### src/design/crc8_frame_deframer_macros.svh
// Assertion macros for the CRC-8 frame deframer.
// Included by the top level; expects clk_i and rst_ni in scope.
`ifndef CRC8_FRAME_DEFRAMER_MACROS_SVH
`define CRC8_FRAME_DEFRAMER_MACROS_SVH

// Checked only while out of reset.
`define CRC8FD_ASSERT(lbl, prop, msg) \
  lbl: assert property (@(posedge clk_i) disable iff (!rst_ni) prop) else $error(msg);

// Checked at every edge, reset included.
`define CRC8FD_ASSERT_ALWAYS(lbl, prop, msg) \
  lbl: assert property (@(posedge clk_i) prop) else $error(msg);

`endif

### src/design/crc8fd_pkg.sv
// Shared types, constants and the CRC-8 byte step for the frame deframer.
// No dependencies.
`default_nettype none

package crc8fd_pkg;

  localparam int unsigned MAX_PAYLOAD_DEF = 32;
  localparam int unsigned DATA_W          = 8;
  localparam int unsigned IDX_W           = 5;
  localparam int unsigned LEN_W           = 6;
  localparam int unsigned OUT_TDATA_W     = 24;
  localparam int unsigned CFG_IDX_W       = 1;
  localparam int unsigned CFG_DATA_W      = 8;

  localparam logic [DATA_W-1:0] HEADER_RST = 8'hAA;
  localparam logic [LEN_W-1:0]  MAXLEN_RST = 6'd32;
  localparam logic [DATA_W-1:0] CRC_POLY   = 8'h8C;

  localparam logic [CFG_IDX_W-1:0] REG_HEADER = 1'b0;
  localparam logic [CFG_IDX_W-1:0] REG_MAXLEN = 1'b1;

  typedef enum logic [4:0] {
    ST_HEADER  = 5'b00001,
    ST_LENGTH  = 5'b00010,
    ST_PAYLOAD = 5'b00100,
    ST_CRC     = 5'b01000,
    ST_READ    = 5'b10000
  } state_e;

  // Reflected CRC-8 over one byte, start value taken from crc.
  function automatic logic [DATA_W-1:0] crc8_step(input logic [DATA_W-1:0] crc,
                                                  input logic [DATA_W-1:0] b);
    logic [DATA_W-1:0] c;
    c = crc ^ b;
    for (int i = 0; i < 8; i++) begin
      c = c[0] ? ((c >> 1) ^ CRC_POLY) : (c >> 1);
    end
    return c;
  endfunction

endpackage

`default_nettype wire

### src/design/crc8fd_store.sv
// Payload buffer: one write port and one read port with registered read data.
// Uses crc8fd_pkg for the data width.
`default_nettype none

module crc8fd_store #(
  parameter int unsigned DEPTH = crc8fd_pkg::MAX_PAYLOAD_DEF,
  parameter int unsigned AW    = 5
) (
  input  wire logic                          clk_i,
  input  wire logic                          wr_en_i,
  input  wire logic [AW-1:0]                 wr_addr_i,
  input  wire logic [crc8fd_pkg::DATA_W-1:0] wr_data_i,
  input  wire logic                          rd_en_i,
  input  wire logic [AW-1:0]                 rd_addr_i,
  output logic      [crc8fd_pkg::DATA_W-1:0] rd_data_o
);
  import crc8fd_pkg::*;

  logic [DATA_W-1:0] mem_q [DEPTH];
  logic [DATA_W-1:0] rd_data_q;

  always_ff @(posedge clk_i) begin
    if (wr_en_i) begin
      mem_q[wr_addr_i] <= wr_data_i;
    end
  end

  always_ff @(posedge clk_i) begin
    if (rd_en_i) begin
      rd_data_q <= mem_q[rd_addr_i];
    end
  end

  assign rd_data_o = rd_data_q;

endmodule

`default_nettype wire

### src/design/crc8_frame_deframer.sv
// Channel    Dir  Payload (tdata low bit up)                     Marker
// s_axis     in   data_byte[7:0]                                 -
// m_axis     out  payload_byte[7:0] byte_index[12:8]             tlast = last
//                 frame_length[18:13] zero[23:19]
// cfg        in   cfg_idx_i 0 header_byte, 1 max_length          -
//
// One received byte is taken per cycle while a frame is being parsed.
// A verified frame of length L is read back from the payload buffer one
// result at a time (registered read, then output register), a read issued
// once the previous lands; input is held off until the final result is read.
// The output register holds a result under back-pressure without losing it.
// Reset is asynchronous, active low; the buffer needs no clearing pass.
// Depends on crc8fd_pkg, crc8fd_store and crc8_frame_deframer_macros.svh.
`default_nettype none
`include "crc8_frame_deframer_macros.svh"

module crc8_frame_deframer #(
  parameter int unsigned MAX_PAYLOAD = crc8fd_pkg::MAX_PAYLOAD_DEF
) (
  input  wire logic                               clk_i,
  input  wire logic                               rst_ni,
  // tdata: data_byte[7:0]
  input  wire logic                               s_axis_tvalid,
  output logic                                    s_axis_tready,
  input  wire logic [crc8fd_pkg::DATA_W-1:0]      s_axis_tdata,
  // tdata: payload_byte[7:0], byte_index[12:8], frame_length[18:13], zeros
  output logic                                    m_axis_tvalid,
  input  wire logic                               m_axis_tready,
  output logic      [crc8fd_pkg::OUT_TDATA_W-1:0] m_axis_tdata,
  output logic                                    m_axis_tlast,
  input  wire logic                               cfg_we_i,
  input  wire logic [crc8fd_pkg::CFG_IDX_W-1:0]   cfg_idx_i,
  input  wire logic [crc8fd_pkg::CFG_DATA_W-1:0]  cfg_data_i
);
  import crc8fd_pkg::*;

  localparam int unsigned AW = (MAX_PAYLOAD > 1) ? $clog2(MAX_PAYLOAD) : 1;

  state_e             state_q, state_d;
  logic [DATA_W-1:0]  hdr_q;
  logic [LEN_W-1:0]   maxlen_q;
  logic [LEN_W-1:0]   exp_q, exp_d;
  logic [LEN_W-1:0]   fill_q, fill_d;
  logic [LEN_W-1:0]   rd_cnt_q, rd_cnt_d;
  logic [DATA_W-1:0]  crc_q, crc_d;
  logic               pend_q, pend_d;
  logic [IDX_W-1:0]   pend_idx_q, pend_idx_d;
  logic               pend_last_q, pend_last_d;
  logic [LEN_W-1:0]   pend_len_q, pend_len_d;
  logic               out_valid_q, out_valid_d;
  logic [DATA_W-1:0]  out_byte_q;
  logic [IDX_W-1:0]   out_idx_q;
  logic [LEN_W-1:0]   out_len_q;
  logic               out_last_q;

  logic               in_acc;
  logic [LEN_W-1:0]   limit;
  logic [LEN_W-1:0]   fill_inc;
  logic [LEN_W-1:0]   rd_inc;
  logic               wr_en;
  logic               rd_en;
  logic [DATA_W-1:0]  rd_data;

  assign s_axis_tready = (state_q != ST_READ);
  assign in_acc        = s_axis_tvalid & s_axis_tready;
  assign fill_inc      = fill_q + 6'd1;
  assign rd_inc        = rd_cnt_q + 6'd1;

  // Effective length limit is the smaller of the register and the buffer size.
  assign limit = ({1'b0, maxlen_q} > 7'(MAX_PAYLOAD)) ? LEN_W'(MAX_PAYLOAD) : maxlen_q;

  always_ff @(posedge clk_i or negedge rst_ni) begin
    if (!rst_ni) begin
      hdr_q    <= HEADER_RST;
      maxlen_q <= MAXLEN_RST;
    end else if (cfg_we_i) begin
      case (cfg_idx_i)
        REG_HEADER: hdr_q    <= cfg_data_i;
        REG_MAXLEN: maxlen_q <= cfg_data_i[LEN_W-1:0];
        default: ;
      endcase
    end
  end

  always_comb begin
    state_d     = state_q;
    exp_d       = exp_q;
    fill_d      = fill_q;
    crc_d       = crc_q;
    rd_cnt_d    = rd_cnt_q;
    wr_en       = 1'b0;
    rd_en       = 1'b0;
    pend_idx_d  = pend_idx_q;
    pend_last_d = pend_last_q;
    pend_len_d  = pend_len_q;
    case (state_q)
      ST_HEADER: begin
        if (in_acc && (s_axis_tdata == hdr_q)) begin
          crc_d   = '0;
          state_d = ST_LENGTH;
        end
      end
      ST_LENGTH: begin
        if (in_acc) begin
          if ((s_axis_tdata == '0) || (s_axis_tdata > {2'b00, limit})) begin
            state_d = ST_HEADER;
          end else begin
            exp_d   = s_axis_tdata[LEN_W-1:0];
            fill_d  = '0;
            crc_d   = crc8_step(crc_q, s_axis_tdata);
            state_d = ST_PAYLOAD;
          end
        end
      end
      ST_PAYLOAD: begin
        if (in_acc) begin
          wr_en  = 1'b1;
          fill_d = fill_inc;
          crc_d  = crc8_step(crc_q, s_axis_tdata);
          if (fill_inc >= exp_q) begin
            state_d = ST_CRC;
          end
        end
      end
      ST_CRC: begin
        if (in_acc) begin
          rd_cnt_d = '0;
          state_d  = (s_axis_tdata == crc_q) ? ST_READ : ST_HEADER;
        end
      end
      ST_READ: begin
        // Issue a read only when the output register will be free as the data lands.
        // All reads finish here before any new byte can be written, so the two
        // ports never touch the same entry in one cycle.
        if (!pend_q && (!out_valid_q || m_axis_tready)) begin
          rd_en       = 1'b1;
          pend_idx_d  = rd_cnt_q[IDX_W-1:0];
          pend_last_d = (rd_inc == exp_q);
          pend_len_d  = exp_q;
          rd_cnt_d    = rd_inc;
          if (rd_inc == exp_q) begin
            state_d = ST_HEADER;
          end
        end
      end
      default: state_d = ST_HEADER;
    endcase
  end

  assign pend_d      = rd_en;
  assign out_valid_d = pend_q | (out_valid_q & ~m_axis_tready);

  always_ff @(posedge clk_i or negedge rst_ni) begin
    if (!rst_ni) begin
      state_q     <= ST_HEADER;
      exp_q       <= '0;
      fill_q      <= '0;
      crc_q       <= '0;
      rd_cnt_q    <= '0;
      pend_q      <= 1'b0;
      out_valid_q <= 1'b0;
    end else begin
      state_q     <= state_d;
      exp_q       <= exp_d;
      fill_q      <= fill_d;
      crc_q       <= crc_d;
      rd_cnt_q    <= rd_cnt_d;
      pend_q      <= pend_d;
      out_valid_q <= out_valid_d;
    end
  end

  always_ff @(posedge clk_i) begin
    pend_idx_q  <= pend_idx_d;
    pend_last_q <= pend_last_d;
    pend_len_q  <= pend_len_d;
    if (pend_q) begin
      out_byte_q <= rd_data;
      out_idx_q  <= pend_idx_q;
      out_len_q  <= pend_len_q;
      out_last_q <= pend_last_q;
    end
  end

  crc8fd_store #(
    .DEPTH (MAX_PAYLOAD),
    .AW    (AW)
  ) u_store (
    .clk_i     (clk_i),
    .wr_en_i   (wr_en),
    .wr_addr_i (fill_q[AW-1:0]),
    .wr_data_i (s_axis_tdata),
    .rd_en_i   (rd_en),
    .rd_addr_i (rd_cnt_q[AW-1:0]),
    .rd_data_o (rd_data)
  );

  assign m_axis_tvalid = out_valid_q;
  assign m_axis_tlast  = out_last_q;
  assign m_axis_tdata  = {5'b00000, out_len_q, out_idx_q, out_byte_q};

  // A pending read must find the output register free or draining.
  `CRC8FD_ASSERT(a_pend_slot_free, pend_q |-> (!out_valid_q || m_axis_tready), "read data would overwrite a held result")
  // Every pending read shows up as a result in the next cycle.
  `CRC8FD_ASSERT(a_pend_lands, pend_q |=> m_axis_tvalid, "buffer read did not reach the output")
  // The final read of a frame is issued as the readout ends.
  `CRC8FD_ASSERT(a_last_after_read, (pend_q && pend_last_q) |-> (state_q != ST_READ), "last read while readout still running")
  // While filling, the count stays below the frame length.
  `CRC8FD_ASSERT(a_fill_bound, (state_q == ST_PAYLOAD) |-> (fill_q < exp_q), "payload fill count ran past the frame length")
  // No result is offered while reset is held.
  `CRC8FD_ASSERT_ALWAYS(a_reset_quiet, !rst_ni |-> (!m_axis_tvalid && !pend_q), "result offered during reset")

endmodule

`default_nettype wire
### config.mk
export PLATFORM = sky130hd
export DESIGN_NAME = crc8_frame_deframer
export DESIGN_NICKNAME = d
export VERILOG_FILES = /design/src/design/crc8fd_pkg.sv /design/src/design/crc8fd_store.sv /design/src/design/crc8_frame_deframer.sv
export VERILOG_INCLUDE_DIRS = /design/src /design/src/design
export SDC_FILE = /design/constraint.sdc
export NUM_CORES = 1
export LEC_CHECK = 0
export BUFFER_PORTS_ARGS = -buffer_cell sky130_fd_sc_hd__buf_2
export CORE_MARGIN = 4
export CORE_UTILIZATION = 55
export CTS_CLUSTER_SIZE = 10
export DETAILED_ROUTE_END_ITERATION = 10
export PLACE_DENSITY = 0.72
export RECOVER_POWER = 25
export SKIP_CTS_REPAIR_TIMING = 1
export SLEW_MARGIN = 10
export SYNTH_ARGS = -nofsm -noshare
export SYNTH_HDL_FRONTEND = slang
export SYNTH_HIERARCHICAL = 1
export SYNTH_SLANG_ARGS = --single-unit
### constraint.sdc
create_clock -name clk_i -period 4.1 [get_ports clk_i]
set_input_delay 0.615 -clock clk_i [delete_from_list [all_inputs] [get_ports clk_i]]
set_output_delay 0.615 -clock clk_i [all_outputs]
set_load 0.1 [all_outputs]
=== Word level (Yosys, flattened, before mapping) ===
Memory sizes are Yosys's and may differ from the RTL's. A register that Yosys moved wholly into a read port is not among the register bits.
Index checks and enable logic that the tools add are counted.

* Register bits: 79
* Bits in writable memories: 256
* Output and inout bits: 27
* Word-level logic and storage cells: 109
* Memories kept: 1

* $add $sub $neg: 2
* Order comparisons: 3
* Eq/ne operators: 17
* Multiplexer cells: 37
* Bitwise operators: 15
* Reductions and logical operators: 18

{| class="wikitable"
|+ Memory list
! name !! depth !! bits a word !! rd ports !! clocked after memory_dff !! write ports !! RTL line !! text
|-
| u_store.mem_q || 32 || 8 || 1 || 1 || 1 || crc8fd_store.sv:19 || <nowiki>logic [DATA_W-1:0] mem_q [DEPTH];</nowiki>
|}

{| class="wikitable"
|+ Operators with widths
! operator !! count
|-
| two-way mux 8 bit || 12
|-
| two-way mux 5 bit || 8
|-
| two-way mux 6 bit || 6
|-
| one-hot mux 5 bit (5 select lines) || 1
|-
| NOT 2 -> 3 bit || 8
|-
| one-hot mux 6 bit (2 select lines) || 2
|-
| one-hot mux 8 bit (3 select lines) || 1
|-
| == test 8 bit || 2
|-
| != test 2 bit, second input constant || 8
|-
| adder 6 x 1 -> 6 bit, second input constant || 2
|-
| > comparator 8 x 6 -> 1 bit || 1
|-
| logical NOT 8 bit || 1
|-
| XOR 8 bit || 1
|-
| AND reduction 7 bit || 1
|-
| == test 6 bit || 1
|-
| >= comparator 6 bit || 1
|-
| > comparator 6 bit, second input constant || 1
|-
| two-way mux 1 bit || 6
|-
| AND reduction 2 bit || 3
|-
| AND reduction 3 bit || 2
|-
| == test 5 x 1 -> 1 bit, second input constant || 1
|-
| == test 5 x 2 -> 1 bit, second input constant || 1
|-
| == test 5 x 3 -> 1 bit, second input constant || 1
|-
| == test 5 x 4 -> 1 bit, second input constant || 1
|-
| 13 further kinds || 20
|}

=== Longest topological paths before layout ===
* Word-level depth: 20
* Gate-level depth with buffers: 10
* Depth with buffers taken out: 10

=== Modules after synthesis ===
The synthesis kept the hierarchy.

{| class="wikitable"
|+ By module, submodules not included
! module !! times used !! cells each !! area each (um^2) !! sequential area each (um^2)
|-
| crc8fd_store || 1 || 417 || 10133.5 || 7927.6
|-
| crc8_frame_deframer || 1 || 307 || 3881.2 || 2144.6
|}

=== Least setup slack after synthesis ===
No wires, ideal clock.

* Kind: register to register
* Start: register state_q[0]
* End: memory u_store.mem_q[0][0] (enable)
* Data arrival time: 3.230 ns
* Required time: 3.730 ns
* Slack: 0.500 ns
* Stages on the path, launching flop included: 8
* Path buffers: 1
* Period minus slack after synthesis: 3.600 ns
* Path through: dfstp_2 > nor2_1 > nand3_1 > nand2_1 > nor2_1 > or3b_2 > clkbuf_1 > nor2_1

* Word-level cells in the longest chain between the ends: 6
* Elaborated cells between the ends (all ways): 7

{| class="wikitable"
|+ RTL lines
! what !! RTL line !! text
|-
| start, declared || crc8_frame_deframer.sv:39 || <nowiki>state_e state_q, state_d;</nowiki>
|-
| start signal, assigned || crc8_frame_deframer.sv:163 || <nowiki>state_q <= state_d;</nowiki>
|-
| != test 5 bit || crc8_frame_deframer.sv:64 || <nowiki>assign s_axis_tready = (state_q != ST_READ);</nowiki>
|-
| named net s_axis_tready || crc8_frame_deframer.sv:24 || <nowiki>output logic s_axis_tready,</nowiki>
|-
| bitwise AND 1 bit || crc8_frame_deframer.sv:65 || <nowiki>assign in_acc = s_axis_tvalid & s_axis_tready;</nowiki>
|-
| two-way mux 1 bit || crc8_frame_deframer.sv:116 || <nowiki>if (in_acc) begin</nowiki>
|-
| two-way mux 1 bit || crc8_frame_deframer.sv:96 || <nowiki>case (state_q)</nowiki>
|-
| named net wr_en || crc8_frame_deframer.sv:60 || <nowiki>logic wr_en;</nowiki>
|-
| two-way mux 1 bit || crc8fd_store.sv:23 || <nowiki>if (wr_en_i) begin</nowiki>
|-
| two-way mux 1 bit (implied by the code) || crc8fd_store.sv:24 || <nowiki>mem_q[wr_addr_i] <= wr_data_i;</nowiki>
|-
| end, declared || crc8fd_store.sv:19 ||
|}

The timed path passes the listed nets, and every way through them passes these cells.

=== Worst setup path in the final report ===
* Start: input s_axis_tdata[2] (netlist bit)
* End: register crc_q[2]

* Word-level cells in the longest chain between the ends: 14
* Elaborated cells between the ends (all ways): 24

{| class="wikitable"
|+ RTL lines
! what !! RTL line !! text
|-
| start, declared || crc8_frame_deframer.sv:25 || <nowiki>input wire logic [crc8fd_pkg::DATA_W-1:0] s_axis_tdata,</nowiki>
|-
| XOR 8 bit || crc8fd_pkg.sv:34 || <nowiki>c = crc ^ b;</nowiki>
|-
| two-way mux 8 bit (3 in a row) || crc8fd_pkg.sv:36 || <nowiki>c = c[0] ? ((c >> 1) ^ CRC_POLY) : (c >> 1);</nowiki>
|-
| two-way mux 8 bit or NOT 2 -> 3 bit (tied branches) || -- ||
|-
| two-way mux 8 bit (2 in a row) || crc8fd_pkg.sv:36 ||
|-
| NOT 2 -> 3 bit (no source line) or two-way mux 8 bit (tied branches) || -- ||
|-
| two-way mux 8 bit || crc8fd_pkg.sv:36 ||
|-
| NOT 2 -> 3 bit (no source line) || -- ||
|-
| two-way mux 8 bit || crc8fd_pkg.sv:36 ||
|-
| two-way mux 8 bit || crc8_frame_deframer.sv:105 || <nowiki>if ((s_axis_tdata == '0) || (s_axis_tdata > {2'b00, limit})) begin</nowiki>
|-
| two-way mux 8 bit || crc8_frame_deframer.sv:104 || <nowiki>if (in_acc) begin</nowiki>
|-
| one-hot mux 8 bit (3 select lines) || crc8_frame_deframer.sv:96 ||
|-
| end signal, assigned || crc8_frame_deframer.sv:166 || <nowiki>crc_q <= crc_d;</nowiki>
|-
| end, declared || crc8_frame_deframer.sv:45 || <nowiki>logic [DATA_W-1:0] crc_q, crc_d;</nowiki>
|}

Parallel ways exist; a longest one is shown, timed or not. The select of a mux whose other input is x is not followed.
A chain may end at the register's enable or synchronous reset.

==> reports/metrics.cfg <==
[global_route]
grt_max_degree=48
grt-ovfl-total=0
antenna_found_initial=0
grt_usage_pct=21.1
gr-usage-met2_pct=36.0
grt_pass1_wl_mm=45.1
use_met3_pct=3.33
grt-busiest-layer=met2
grtUsageMet1_pct=28.9
grt_pass1_vias=7382

[placement]
gp_congestion=0.803
hpwl_mm=18.5
portBuffers=43
dp_cells=1091
placed_area_um2=14700

[clocking]
cts_inserted_buffers=40
cts_root_buf=clkbuf_16
clock_path_buffers=3
cts.sink_count=343
h-tree-depth=2
clk_latency_ps=520
cts.clk_slew.worst_paths_ps=60
cts_tree=built

[pwr]
power.leakage_nw=5.33
powerDensity_nw_per_um2=523
ir_drop_v=0.000385

[floorplan]
die_x_um=168
io_pins=49
die_y_um=168
initial_core_util_pct=55.8
num_rows=58
die-area_um2=28100
core_region_area_um2=25100

[cells_and_area]
drive_above_1_share_pct=27.8
fill_cells=1732
final_nets=839
final_cell_area_um2=15800
antennaDiodeCount=0
stdcell_count=1158
areaGrowthSynthToFinish_pct=12.7
final_core_util_pct=62.9

[worst_setup_path]
critPathLaunchType=primary input
path_max_fanout=36
timing.reg2reg.setup_slack_ps=840
cp.arrival_ps=3760
reg2reg_depth=6
critPathRequiredTime_ps=4520
worst-setup-path-type=in2reg
r2r-end=u_store/mem_q[4][3]$_DFFE_PP_
r2r_start=state_q[0]$_DFFE_PN1P_
endpoint_kind=flip-flop

[detailed_routing]
wl_per_cell_um=25.0
dr.pass1.iters=5
vias=6976
drc_errors=0
wl_mm=28.9
initialDrtViolationCount=645
vias_per_cell=6.02
ant_nets=0

[logic_synthesis]
synth_top_area_cell=edfxtp_1
syn_area_um2=14000
synthTopCellsByArea=edfxtp_1 (63%), mux4_2 (13%), dfrtp_1 (7.3%), mux2_2 (2.4%), xor2_1 (1.4%)
yosys_warnings=6
synth.yosys.seq_area_share_pct=71.9
yosys_most_used_dff=edfxtp_1
synth_cell_types=58
synthCells=724
ys_seq_elements=343
synth_edf_count=296
synth-async-reset-ratio_pct=13.7
avgSynthCellArea_um2=19.4
synth_top_area_share_pct=63.4
synthTopCellsByCount=edfxtp_1 (296), mux4_2 (80), nor2_1 (47)
yosysMostFrequentCell=edfxtp_1

[run_status]
violations=max-capacitance violations, max-slew violations
outcome=finished, violations left

[sta]
clock_skew_ps=11.1
totalNegativeSetupSlack_ps=0
fin_hold_ws_ps=339
min_period_over_period_pct=81.6
timing.fmax_mhz=299
slew_violations=248
hold_viol=0
tightest_slew_ps=2500
relSlewSlack_pct=-66.8
rsz0062_at_grt=no
setup_viol=0
period_minus_slack_ps=3350

[min_path]
hold_start=cfg_data_i[7]
min_path_cells=2
hold_path_class=in2reg
whs_endpoint=hdr_q[7]$_DFFE_PN1P_

[job]
cap_violations=7

sequential cells by signal, summed over array words and instances, names as in the netlist:
register	cells
m_axis_tvalid	1
hdr_q	8
pend_idx_q	5
out_idx_q	5
pend_len_q	6
out_len_q	6
u_store/rd_data_o	8
fill_q	6
pend_q	1
u_store/mem_q	256
m_axis_tlast	1
maxlen_q	6
exp_q	6
out_byte_q	8
state_q	5
rd_cnt_q	6
pend_last_q	1
crc_q	8
power by group:
| group | switching [mW] | internal, mW | total, mW |
|---|---|---|---|
| logic | 0.568 | 0.473 | 1.04 |
| clock network | 1.26 | 1.92 | 3.18 |
| registers | 0.134 | 3.91 | 4.04 |
| total | 1.96 | 6.31 | 8.27 |
how the worst max path moves through the flow:
stage | endpoint | cells past startpoint | startpoint
4_1_cts | u_store/mem_q[12][6]$_DFFE_PP_ | 6 | state_q[0]$_DFFE_PN1P_
2_1_floorplan | u_store/mem_q[0][0]$_DFFE_PP_ | 7 | state_q[0]$_DFFE_PN1P_
5_1_grt | crc_q[6]$_DFFE_PN0P_ | 8 | s_axis_tdata[2]
3_3_place_gp | crc_q[4]$_DFFE_PN0P_ | 9 | s_axis_tdata[0]
6_report | crc_q[2]$_DFFE_PN0P_ | 8 | s_axis_tdata[2]
3_5_place_dp | crc_q[2]$_DFFE_PN0P_ | 8 | s_axis_tdata[5]
metal layers:
metal	vias to the layer above	routed length [um]	share of wire, %
met4	0	638	2.2
met3	39	1830	6.3
met5	-	0	0
met1	3616	11400	39
li1	3048	-	-
met2	273	15100	52
critical path: stages:
cell	delay, ps
clkbuf_1	170
clkbuf_1	1290
xor2_1	230
nor4_2	370
a31o_2	250
nand3b_4	130
or2_1	390
o31ai_2	320
layout by cell type, fill, tap and decap left out, drive strengths merged, types with 4 or more instances in the layout:
cell    synthesis  layout
nor2           48      48
a21oi           5       5
clkbuf          9      76
nand3b          6       6
a22o            6       6
mux2           30      30
buf            20      50
dfrtp          41      41
xor2           23      23
nand3          12      12
edfxtp        296     296
nor3            4       4
mux4           80      80
inv             9      11
o21ai          12      12
a21o            8       8
nand2          17      17
ha             14      14
nor2b           8       8
conb            1       5
o31ai           9       9
dfstp           6       6
xnor2          20      20
cells by family (layout without fill, tap and decap cells):
kind of cell / Yosys count / after routing / synth area share (%)
AOI/OAI and AO/OA: 56 / 56 / 3.05
xor gates and xnor gates: 43 / 43 / 2.69
adders and majority gates: 14 / 14 / 1.25
buffers and inverters: 38 / 138 / 1.46
DFF: 343 / 343 / 71.9
muxes: 112 / 112 / 15.4
other: 1 / 5 / 0.0268
and+or+nand+nor: 117 / 117 / 4.24
final cells by class:
cell class,instances,area (um2),area share (%)
Sequential cell,343,10100,63.8
Inverter,9,33.8,0.214
Clock buffer,64,1120,7.10
Timing Repair Buffer,62,353,2.23
Multi-Input combinational cell,347,3750,23.8
Clock inverter,3,47.5,0.301
Tap cell,330,413,2.61
per-stage QoR:
stage | power (mW) | worst slack (ps)
6_report | 8.27 | 753
4_1_cts | 8.34 | 817
5_1_grt | 8.62 | 480
2_1_floorplan | 4.89 | 500
3_3_place_gp | 5.11 | 1020
3_5_place_dp | 5.15 | 793
No activity file was read; power rests on OpenSTA's default activity.
